==> config.mk <==
export PLATFORM = sky130hd
export DESIGN_NAME = stable_priority_queue_top
export DESIGN_NICKNAME = d
export VERILOG_FILES = /design/src/rtl/spq_pkg.sv /design/src/rtl/stable_priority_queue_top.sv /design/src/rtl/spq_cell.sv
export SDC_FILE = /design/constraint.sdc
export NUM_CORES = 2
export LEC_CHECK = 0
export BUFFER_PORTS_ARGS = -buffer_cell sky130_fd_sc_hd__clkbuf_2
export CORE_ASPECT_RATIO = 0.8
export CORE_MARGIN = 2
export CORE_UTILIZATION = 45
export DETAILED_ROUTE_END_ITERATION = 10
export HOLD_SLACK_MARGIN = 0.02
export SLEW_MARGIN = 5
export SYNTH_ARGS = -nofsm -noshare
export SYNTH_HDL_FRONTEND = slang
export SYNTH_SLANG_ARGS = --single-unit
==> constraint.sdc <==
create_clock -name i_clk -period 6 [get_ports i_clk]
set_clock_uncertainty 0.05 [all_clocks]
set_input_delay 0.3 -clock i_clk [delete_from_list [all_inputs] [get_ports i_clk]]
set_output_delay 0.3 -clock i_clk [all_outputs]
set_load 0.005 [all_outputs]
==> src/rtl/spq_pkg.sv <==
// Shared types and constants for the stable priority queue.
package spq_pkg;

    localparam int PRI_W = 16;
    localparam int PAY_W = 32;

    typedef enum logic [1:0] {
        OP_INSERT = 2'd0,
        OP_REMOVE = 2'd1,
        OP_CLEAR  = 2'd2
    } t_op;

    typedef struct packed {
        t_op              op;
        logic [PRI_W-1:0] priority_req;
        logic [PAY_W-1:0] payload;
    } t_in;

    typedef struct packed {
        logic             ok;
        logic [PRI_W-1:0] out_priority;
        logic [PAY_W-1:0] out_payload;
        logic             is_empty;
        logic             is_full;
    } t_out;

    typedef struct packed {
        logic [PRI_W-1:0] pri;
        logic [PAY_W-1:0] data;
    } t_entry;

    // Broadcast command to every cell of the chain.
    typedef struct packed {
        logic   ins;
        logic   rem;
        t_entry entry;
    } t_cell_ctl;

endpackage

==> src/rtl/stable_priority_queue_top.sv <==
// Stable priority queue built as a chain of sorted register cells.
// An accepted transaction's result is in the output register in the next cycle.
// Throughput: one transaction per cycle unless o_stall is set; every cell updates
// in parallel from neighbors; insert, remove, clear each finish in the accepting cycle.
// Reset clears the entry count and the output valid; cell contents are left as is
// and only slots below the count are ever read, so no clearing pass is needed.
module stable_priority_queue_top #(
    parameter int CAPACITY = 16
) (
    input  logic          i_clk,
    input  logic          i_rst_n,
    input  logic          i_valid,
    output logic          o_stall,
    input  spq_pkg::t_in  i_data,
    output logic          o_valid,
    input  logic          i_stall,
    output spq_pkg::t_out o_data
);

    localparam int CW = $clog2(CAPACITY + 1);

    // Control and output registers
    logic [CW-1:0]  r_count;
    logic [CW-1:0]  n_count;
    logic           r_out_valid;
    logic           n_out_valid;
    spq_pkg::t_out  r_out;
    spq_pkg::t_out  n_out;

    logic           in_accept;
    logic           is_empty_now;
    logic           is_full_now;
    spq_pkg::t_cell_ctl cell_ctl;

    // Chain wiring: entry and keep flag of each cell.
    spq_pkg::t_entry cell_entry [CAPACITY];
    logic            cell_keep  [CAPACITY];

    // A new transaction enters whenever the result register is free or draining.
    assign o_stall   = r_out_valid && i_stall;
    assign in_accept = i_valid && !o_stall;

    assign is_empty_now = (r_count == '0);
    assign is_full_now  = (r_count == CW'(CAPACITY));

    always_comb begin
        cell_ctl.ins   = in_accept && (i_data.op == spq_pkg::OP_INSERT) && !is_full_now;
        cell_ctl.rem   = in_accept && (i_data.op == spq_pkg::OP_REMOVE) && !is_empty_now;
        cell_ctl.entry = '{pri: i_data.priority_req, data: i_data.payload};
    end

    // The cell chain: slot 0 is the head. An insert lands just after the last
    // cell that keeps its entry; everything behind it moves one slot back.
    for (genvar g = 0; g < CAPACITY; g++) begin : g_cell
        spq_pkg::t_entry left_entry;
        spq_pkg::t_entry right_entry;
        logic            left_keep;

        if (g == 0) begin : g_head
            assign left_entry = cell_entry[0];
            assign left_keep  = 1'b1;
        end else begin : g_body
            assign left_entry = cell_entry[g-1];
            assign left_keep  = cell_keep[g-1];
        end

        if (g == CAPACITY - 1) begin : g_tail
            assign right_entry = cell_entry[g];
        end else begin : g_mid
            assign right_entry = cell_entry[g+1];
        end

        spq_cell u_cell (
            .i_clk         (i_clk),
            .i_ctl         (cell_ctl),
            .i_occupied    (CW'(g) < r_count),
            .i_left_keep   (left_keep),
            .i_left_entry  (left_entry),
            .i_right_entry (right_entry),
            .o_entry       (cell_entry[g]),
            .o_keep        (cell_keep[g])
        );
    end

    // Count update and result formation
    always_comb begin
        n_count     = r_count;
        n_out       = r_out;
        n_out_valid = r_out_valid && i_stall;
        if (in_accept) begin
            n_out_valid        = 1'b1;
            n_out.ok           = 1'b0;
            n_out.out_priority = '0;
            n_out.out_payload  = '0;
            unique case (i_data.op)
                spq_pkg::OP_INSERT: begin
                    if (!is_full_now) begin
                        n_count  = r_count + CW'(1);
                        n_out.ok = 1'b1;
                    end
                end
                spq_pkg::OP_REMOVE: begin
                    if (!is_empty_now) begin
                        n_count            = r_count - CW'(1);
                        n_out.ok           = 1'b1;
                        n_out.out_priority = cell_entry[0].pri;
                        n_out.out_payload  = cell_entry[0].data;
                    end
                end
                spq_pkg::OP_CLEAR: begin
                    n_count  = '0;
                    n_out.ok = 1'b1;
                end
                default: begin
                    n_count = r_count;
                end
            endcase
            n_out.is_empty = (n_count == '0);
            n_out.is_full  = (n_count == CW'(CAPACITY));
        end
    end

    always_ff @(posedge i_clk) begin
        if (!i_rst_n) begin
            r_count     <= '0;
            r_out_valid <= 1'b0;
        end else begin
            r_count     <= n_count;
            r_out_valid <= n_out_valid;
        end
    end

    always_ff @(posedge i_clk) begin
        r_out <= n_out;
    end

    assign o_valid = r_out_valid;
    assign o_data  = r_out;

`ifndef SYNTHESIS
    // Count never runs past the number of cells.
    a_count_range: assert property (@(posedge i_clk) disable iff (!i_rst_n)
        r_count <= CW'(CAPACITY))
        else $error("entry count exceeds capacity");

    // A shown result's flags agree with the live count.
    a_flags_track: assert property (@(posedge i_clk) disable iff (!i_rst_n)
        o_valid |-> (o_data.is_empty == (r_count == '0))
                 && (o_data.is_full == (r_count == CW'(CAPACITY))))
        else $error("result flags disagree with entry count");

    // An insert into a non-full queue succeeds and leaves it non-empty.
    a_insert_ok: assert property (@(posedge i_clk) disable iff (!i_rst_n)
        (in_accept && i_data.op == spq_pkg::OP_INSERT && !is_full_now)
        |=> (o_valid && o_data.ok && !o_data.is_empty))
        else $error("insert into non-full queue not reported as success");

    // A remove on an empty queue returns zeros and fails.
    a_empty_remove: assert property (@(posedge i_clk) disable iff (!i_rst_n)
        (in_accept && i_data.op == spq_pkg::OP_REMOVE && is_empty_now)
        |=> (o_valid && !o_data.ok && o_data.out_priority == '0
             && o_data.out_payload == '0))
        else $error("remove on empty queue returned data");
`endif

endmodule

==> src/rtl/spq_cell.sv <==
// One slot of the sorted chain: holds an entry and shifts with its neighbors.
module spq_cell (
    input  logic               i_clk,
    input  spq_pkg::t_cell_ctl i_ctl,
    input  logic               i_occupied,
    input  logic               i_left_keep,
    input  spq_pkg::t_entry    i_left_entry,
    input  spq_pkg::t_entry    i_right_entry,
    output spq_pkg::t_entry    o_entry,
    output logic               o_keep
);

    spq_pkg::t_entry r_entry;
    spq_pkg::t_entry n_entry;

    // Stays put on insert when it outranks or ties the new entry.
    assign o_keep  = i_occupied && (r_entry.pri >= i_ctl.entry.pri);
    assign o_entry = r_entry;

    always_comb begin
        n_entry = r_entry;
        if (i_ctl.ins) begin
            if (o_keep) begin
                n_entry = r_entry;
            end else if (i_left_keep) begin
                n_entry = i_ctl.entry;
            end else begin
                n_entry = i_left_entry;
            end
        end else if (i_ctl.rem) begin
            n_entry = i_right_entry;
        end
    end

    always_ff @(posedge i_clk) begin
        r_entry <= n_entry;
    end

endmodule
==> impl_metrics.csv <==
group,metric,value,unit
critical_path,cp-endpoint,"g_cell[12].u_cell.o_entry[32]",
timing,worst_pin_slew,1240,ps
critical_path,worstSetupPathType,"flip-flop to flip-flop",
placement,port_buffers,106,
synth,ys_seq_elements,825,
finish,stdcell_area,51300,sq um
cts,clkTransAtPathRegs,60,ps
critical_path,path_buf_inv,3,
detailed_routing,num_vias,35300,
power_and_ir_drop,clock_power_share,37.4,%
synth,synth_fp_nets,4714,
global_route,track_usage,26.7,%
critical_path,cp-start-kind,"flip-flop",
floorplanning,io-pin-count,107,
cts,worstSkewPairLatency,690,ps
detailed_routing,drtIter0Drc,4127,
global_route,gr-total-overflow,0,
timing,setup_viol,0,
finish,final_nets,4584,
synth,ys_top_cells_by_area,"edfxtp_1 52%, mux2i_1 8.5%, ha_1 6.9%, nand2_1 5.0%, o21ai_0 4.4%",
synth,synth_most_common_cell,"edfxtp_1",
timing,min_period_over_period,73.7,%
run_status,status,"complete, no violations",
floorplanning,die_y,293,um
synth,synth_common_cells,"819 x edfxtp_1, 626 x nand2_1, 417 x o21ai_0",
synth,synth_cells,4400,
synth,yosysSeqAreaShare,52.5,%
finish,utilization,49.2,%
critical_path,crit_top_cell,"buf_4",
placement,post_dp_cell_area,48500,sq um
power_and_ir_drop,p_leak,20.3,nW
critical_path,worst-r2r-cell-count,9,
cts,post_cts_resized,0,
power_and_ir_drop,total_power,14.6,mW
synth,synth_area,47100,sq um
detailed_routing,drt_first_pass_iters,5,
timing,rsz0062_at_grt,"false",
floorplanning,rows,106,
synth,synth_top_area_share,52.2,%
global_route,antenna_found_initial,2,
critical_path,crit_fanout,49,
timing,maxSlewHeadroom,16.4,%
placement,gp_congestion,0.917,
synth,synth_ff_type,"edfxtp_1",
worst_hold_path,min_path_type,"input pin to flip-flop",
global_route,grt_pass1_wl,217000,um
power_and_ir_drop,power.density,284,nW/um^2
synth,yosysWarnings,0,
critical_path,critPathTopFamily,"buffers and inverters",
critical_path,path_cells,"inv_1 -> ha_1 -> nor3b_2 -> a21boi_2 -> and2_4 -> nand2_2 -> buf_4 -> nand3_4 -> buf_4",
critical_path,r2r-end,"g_cell[12].u_cell.o_entry[32]",
detailed_routing,drt-wirelength-per-cell,25.1,um
power_and_ir_drop,vdd.ir_drop.worst,202,uV
critical_path,cp-end-kind,"flip-flop",
critical_path,crit_start,"r_count[1]",
detailed_routing,drt-total-wl,144000,um
cts,root_buffer,"clkbuf_16",
cts,cts.sinks,825,
floorplanning,die_area,107000,sq um
power_and_ir_drop,power.switching,4.05,mW
critical_path,slowest_stage,"buf_4",
global_route,grt_max_degree,225,
cts,cts_tree,"yes",
timing,maxSlewViolCount,0,
critical_path,required,6260,ps
synth,synth_cell_types,71,
critical_path,reg2reg_from,"r_count[1]",
detailed_routing,drc_errors,0,
critical_path,cp.depth,9,
critical_path,slowest_delay,720,ps
timing,max_clock_freq,226,MHz
timing,finalCriticalPeriod,4420,ps
timing,finalSetupTns,0,ps
synth,async_flop_share,0,%
finish,drive_gt1_share,11.2,%
power_and_ir_drop,seq_power_share,48.4,%
finish,area_growth_syn_to_layout,8.88,%
cts,cts-htree-levels,3,
timing,hold_viol_final,0,
synth,syn_avg_cell_area,10.7,sq um
critical_path,r2r_slack,1580,ps
critical_path,arrival,4680,ps
detailed_routing,ant_nets,0,
power_and_ir_drop,p_comb_share,14.2,%
floorplanning,die_w,366,um
global_route,grt_pass1_vias,33000,
detailed_routing,via_per_inst,6.15,
placement,dp_hpwl,88800,um
floorplanning,initial_utilization,45.2,%
cts,ctsLongestPathBuffers,3,
power_and_ir_drop,intPower,10.5,mW
floorplanning,core,104000,sq um
synth,synth_top_area_cell,"edfxtp_1",
cts,numCtsBuffers,90,
synth,synth_edf_count,819,
power_and_ir_drop,netSwitchingFraction,27.8,%
flow_run,cap_violations,0,
[sequential cells by signal (all words and copies together), names as in the netlist]
| name | flops |
|---|---|
| g_cell.u_cell.o_entry | 768 |
| o_data | 51 |
| o_valid | 1 |
| r_count | 5 |
[timing repair]
action,4_1_cts,5_1_grt
hold buffers,3,0
buffers inserted,0,0
setup endpoints to repair,0,0
endpoints found under the hold margin,6,0
[cell usage in the layout (no fill, tap or decap), types with 7 or more instances in the layout]
master	n
nand3_1	41
clkinv_2	21
ha_1	260
a211oi_1	9
buf_12	13
edfxtp_1	819
o21ai_1	28
nand2_1	613
clkbuf_1	18
a21o_1	39
o211ai_1	37
nand2_2	7
mux2i_1	400
clkbuf_16	90
o22ai_1	146
o21ai_0	413
clkbuf_2	106
and2_1	48
mux2_2	34
buf_4	55
nand2b_1	15
o22a_1	47
o21ai_4	7
nand4_1	24
a31oi_1	8
inv_1	39
o31ai_1	51
nor3_1	203
o21a_1	7
a21oi_1	136
nor2_1	374
o221a_2	96
clkinv_1	13
[worst min-delay path, delay by kind of cell]
kind	cells	cell delay, ps
buf+inv	1	220
simple gates	1	80
compound gates	2	270
[routing by layer]
layer,track usage [%],up-vias,share of wire [%]
li1,-,16200,-
met1,43.0,17400,49
met2,36.5,1559,40
met3,5.04,169,9.3
met4,5.70,2,1.8
met5,0,-,0.0090
[worst min-delay path by stage]
stage / startpoint / to / cells past startpoint
floorplan: i_rst_n / o_valid / 1
global placement: g_cell[15].u_cell.o_entry[22] / g_cell[14].u_cell.o_entry[22] / 2
detailed placement: g_cell[15].u_cell.o_entry[0] / g_cell[14].u_cell.o_entry[0] / 2
CTS: i_data[48] / r_count[1] / 4
global route: i_data[14] / g_cell[15].u_cell.o_entry[14] / 2
finish: i_data[48] / r_count[1] / 4
[cell type report]
class | count | area (sq um)
fill | 9386 | 52800
sequential | 825 | 24700
multi-input combinational | 3137 | 20700
clock buffer | 110 | 2350
tap | 1404 | 1760
timing repair buffer | 177 | 1230
clock inverter | 49 | 410
inverter | 39 | 146
antenna | 2 | 5.00
[through the flow]
step           worst slack [ps]  instances  hold WS (ps)
2_1_floorplan               967       4400           368
5_1_grt                    1440       5741           165
3_3_place_gp               1260       5579           449
6_report                   1580       5743           167
3_5_place_dp               1270       5579           458
4_1_cts                    1670       5741           108
[power by group through the flow]
stage | Combinational [mW] | Sequential, mW | Clock, mW
finish | 2.07 | 7.05 | 5.44
global route | 2.27 | 7.09 | 5.73
CTS | 2.05 | 7.05 | 5.52
detailed placement | 2.04 | 7.16 | 0
global placement | 1.99 | 7.16 | 0
floorplan | 1.40 | 7.08 | 0
[cells by family after synthesis]
group | Yosys count | share of synthesized area [%]
xor+xnor | 1 | 0.0186
simple gates | 1372 | 12.4
compound gates | 1070 | 14.6
fa+ha+maj | 260 | 6.91
flops | 825 | 52.5
buf+inv | 438 | 4.31
mux | 434 | 9.32
Power figures use the tool's default switching activity.
